`config.mk`:
```
export PLATFORM = sky130hd
export DESIGN_NAME = sibp_cell
export DESIGN_NICKNAME = d
export VERILOG_FILES = /design/src/hw/rtl/sorted_interval_broad_phase_unit_defines.svh /design/src/hw/rtl/sibp_pkg.sv /design/src/hw/rtl/sibp_cell.sv
export SDC_FILE = /design/constraint.sdc
export NUM_CORES = 1
export LEC_CHECK = 0
export ABC_CLOCK_PERIOD_IN_PS = 4400
export CORE_AREA = 4 4 149 151
export CTS_BUF_LIST = sky130_fd_sc_hd__clkbuf_8
export CTS_CLUSTER_DIAMETER = 80
export DETAILED_ROUTE_END_ITERATION = 8
export DIE_AREA = 0 0 153 155
export DONT_BUFFER_PORTS = 1
export PLACE_DENSITY_LB_ADDON = 0.25
export SLEW_MARGIN = 30
export SYNTH_ARGS = -nofsm -noshare
export SYNTH_HDL_FRONTEND = slang
export SYNTH_SLANG_ARGS = --single-unit
```
`constraint.sdc`:
```
create_clock -name clk -period 4.4 [get_ports clk]
set_clock_uncertainty 0.05 [all_clocks]
set_input_delay 0.66 -clock clk [delete_from_list [all_inputs] [get_ports clk]]
set_output_delay 0.66 -clock clk [all_outputs]
set_load 0.005 [all_outputs]
```
`src/hw/rtl/sorted_interval_broad_phase_unit_defines.svh`:
```
// Assertion macros used by the broad phase top level.
`ifndef SORTED_INTERVAL_BROAD_PHASE_UNIT_DEFINES_SVH
`define SORTED_INTERVAL_BROAD_PHASE_UNIT_DEFINES_SVH

// Same-cycle implication, ignored while reset is held.
`define SIBP_ASSERT(lbl, ante, cons, msg) \
  lbl: assert property (@(posedge clk) disable iff (!rst_n) (ante) |-> (cons)) \
    else $error(msg);

// Next-cycle implication, ignored while reset is held.
`define SIBP_ASSERT_NEXT(lbl, ante, cons, msg) \
  lbl: assert property (@(posedge clk) disable iff (!rst_n) (ante) |=> (cons)) \
    else $error(msg);

`endif

```
`src/hw/rtl/sibp_pkg.sv`:
```
// Types and codes shared by the broad phase cells and top level.
package sibp_pkg;

  localparam logic [1:0] CMD_INSERT = 2'd0;
  localparam logic [1:0] CMD_UPDATE = 2'd1;
  localparam logic [1:0] CMD_REMOVE = 2'd2;
  localparam logic [1:0] CMD_QUERY  = 2'd3;

  localparam logic [1:0] ST_OK        = 2'd0;
  localparam logic [1:0] ST_NOT_FOUND = 2'd1;
  localparam logic [1:0] ST_FULL      = 2'd2;
  localparam logic [1:0] ST_DUP       = 2'd3;

  typedef struct packed {
    logic        [31:0] id;
    logic signed [31:0] pos;
    logic        [30:0] rad;
  } entry_t;

  typedef enum logic [2:0] {
    CELL_HOLD,
    CELL_INSERT,
    CELL_WRITE,
    CELL_REMOVE,
    CELL_ROTATE
  } cell_op_t;

  typedef struct packed {
    cell_op_t op;
  } cell_ctrl_t;

endpackage

```
`src/hw/rtl/sibp_cell.sv`:
```
// One table slot of the id-ordered chain, with its neighbour moves.
module sibp_cell
  import sibp_pkg::*;
(
  input  logic       clk,
  input  cell_ctrl_t ctrl,
  input  logic       occ,
  input  entry_t     new_e,
  input  entry_t     left_e,
  input  logic       left_occ,
  input  logic       left_gt,
  input  entry_t     right_e,
  output entry_t     e,
  output logic       gt,
  output logic       match
);

  entry_t e_r;
  logic   ge;

  assign e     = e_r;
  assign gt    = occ && (e_r.id > new_e.id);
  assign ge    = e_r.id >= new_e.id;
  assign match = occ && (e_r.id == new_e.id);

  always_ff @(posedge clk) begin
    case (ctrl.op)
      CELL_INSERT: begin
        // A cell holding a larger id, and the first free cell, take either the
        // entry shifted in from the left or the new body.
        if (gt || (!occ && left_occ)) begin
          e_r <= left_gt ? left_e : new_e;
        end
      end
      CELL_WRITE: begin
        if (match) begin
          e_r.pos <= new_e.pos;
          e_r.rad <= new_e.rad;
        end
      end
      CELL_REMOVE: begin
        if (ge) e_r <= right_e;
      end
      CELL_ROTATE: e_r <= right_e;
      default: e_r <= e_r;
    endcase
  end

endmodule
```
==> results.toml <==
[placement]
hpwl_mm = 13.8
io_buffers = 0
place_ws_ns = 0.982
gp_congestion = 0.814

[worst_hold_path]
min_delay_path_depth = 2
whs_endpoint = "e[10]"
min_from = "right_e[10]"
hp-class = "input pin to register"

[logic_synthesis]
avgSynthCellArea_um2 = 11.3
ys_ff_latch = 95
syn_nets = 805
ys_warn_count = 0
netlist_area_mm2 = 0.00542
synthDistinctLibCells = 38
synth_cells = 481
ys_seq_area_share_pct = 52.6

[timing]
period_share_pct = 70.7
finalHoldViolCount = 0
setup_viol = 0
timing_worst_slew_pin_value_ns = 0.880
rsz0062_at_grt = "no"
worst_slack_ns = 1.29
slew_headroom_pct = 41.3
fin_tns_setup_ns = 0
min_period_ns = 3.11
fmax_mhz = 321
maxSlewViolCount = 0

[setup_path]
cp_top_family = "simple AND/OR/NAND/NOR gates"
slowest_delay_ns = 0.57
path_buf_inv = 2
crit_path_end_kind = "primary output"
crit_chain = "ha_1 -> nand4_1 -> or4_4 -> nand2b_4 -> inv_1 -> nand2_1 -> inv_1"
cpMaxStageDelayCell = "or4_4"
r2r_cells = 8
cpMostUsedCell = "inv_1"
crit_cells = 7
worstSetupPathType = "register to primary output"
r2r-end = "e[49]"
worstPathMaxFanout = 4
r2r_start = "e[86]"
rrSetupSlack_ns = 1.36
start_kind = "register"
arrival_ns = 2.40
cp.required_ns = 3.69

[final_layout]
multi_input_area_mm2 = 0.00210
fin_nets = 789
layout_common_cells = "97 x inv_1, 95 x edfxtp_1, 63 x a222oi_1"
fillers = 2180
layout_commonest_cell = "inv_1"
largest_reg_flops = 95
drive_gt1_share_pct = 7.23
seqCellArea_mm2 = 0.00285
area_growth_pct = 9.17

[floorplanning]
fp.dieH_um = 155
io_pins = 389
chipWidth_um = 153
start_util_pct = 26.0
die_area_mm2 = 0.0237
placementRows = 53
fp.coreArea_mm2 = 0.0208

[drt]
post_drt_wl_per_cell_um = 23.2
dr.pass1.iters = 9
postRouteWirelength_mm = 17.3
vias = 4061
detail-route-antenna-nets = 0
drc_errors = 3
drt_iter0_drc = 605
vias_per_cell = 5.44

[cts]
cts_hold_buffers = 0
clk_path_buf_depth = 2
cts_made_buffers = 9
clock_latency_ns = 0.37
cts.sinks = 95
post_cts_buffers = 0
post_cts.resized_instances = 0
cts_tree = "done"
ctsRootBufferMaster = "clkbuf_8"
h-tree-depth = 3
path_clk_slew_ns = 0.11

[grt]
track_usage_pct = 13.4
grt_max_degree = 92
grt_antenna_before_repair = 3
grt_pass1_wl_mm = 24.6
grt_pass1_vias = 4064
grt.overflow.total = 0

[status]
violations = "DRC"
outcome = "finished with violations"

[power_and_ir_drop]
p_leak_nw = 2.40
ir_worst_vdd_mv = 0.130
powerDensity_mw_per_mm2 = 348

[run]
drv_cap = 0
## worst max-delay path by stage
stage / startpoint / end / slack, ns
global route: e[94] / match / 1.15
finish: e[90] / match / 1.29
detailed placement: new_e[93] / e[81] / 0.98
global placement: new_e[93] / e[80] / 1.06
floorplan: new_e[93] / e[0] / 0.24
CTS: e[90] / e[80] / 1.18
## Yosys cell counts
cell type	count	area share, %
a21oi_2	1	0.16
nand2_2	1	0.12
nand4_1	5	0.58
nand2b_4	1	0.25
nor2b_1	2	0.23
a221oi_1	1	0.16
o22ai_2	1	0.23
nand2_1	41	2.8
a2111o_1	1	0.21
a21o_1	1	0.14
o211a_1	1	0.18
a221o_1	1	0.18
nor2_1	5	0.35
a31oi_1	2	0.23
buf_6	1	0.21
nand2b_1	1	0.12
nand4_2	3	0.69
o21ai_0	3	0.28
a21oi_1	13	1.2
buf_2	5	0.46
a211o_1	1	0.16
ha_1	32	7.4
and3_1	1	0.12
mux2i_1	32	5.9
nor3_1	2	0.18
nor4_4	1	0.39
nand3_1	4	0.37
edfxtp_1	95	53
o211ai_2	1	0.23
clkbuf_1	22	1.5
or4_4	1	0.21
o211ai_1	1	0.14
and2_2	1	0.14
o21ai_1	33	3.0
a222oi_1	63	12
inv_1	97	6.7
nand2b_2	1	0.16
buf_1	3	0.21
## stage by stage
stage	cells	total power [mW]	hold WS [ns]	utilization, %	area [µm²]
5_1_grt	745	2.18	0.386	28.4	5910
4_1_cts	744	2.09	0.378	28.3	5890
3_3_place_gp	728	1.50	0.804	27.4	5700
3_5_place_dp	728	1.51	0.808	27.4	5700
2_1_floorplan	481	1.42	0.800	-	5420
6_report	746	2.06	0.421	28.4	5920
## layout make-up
type,count,area share [%]
clock buffers,9,2.09
diodes,1,0.0423
well taps,275,5.82
clock inverters,7,1.04
repair buffers,4,1.06
flip-flops and latches,95,48.2
multi-input cells,258,35.6
inverters,97,6.15
## power by group
group / switching, mW / internal (mW)
logic: 0.202 / 0.133
registers: 0.0496 / 1.10
clock network: 0.351 / 0.218
## per-layer routing
| metal | track usage, % | wire (µm) |
|---|---|---|
| met5 | 0 | 26 |
| met3 | 4.78 | 1530 |
| met1 | 17.3 | 7080 |
| met4 | 3.78 | 226 |
| met2 | 21.4 | 8420 |
## kinds of logic after synthesis
kind of cell | after synthesis | synth area share, %
flops | 95 | 52.6
buf+inv | 128 | 9.12
simple gates | 70 | 6.74
compound gates | 124 | 18.2
mux | 32 | 5.91
fa+ha+maj | 32 | 7.39
## worst reg2reg max path, delay by kind of cell, from the launching register on
family	cells	cell delay, ns
adders and majority gates	1	0.34
and+or+nand+nor	1	0.55
DFF	1	0.46
buffers and inverters	1	0.21
AOI/OAI and AO/OA	5	1.02
Power figures use the tool's default switching activity.
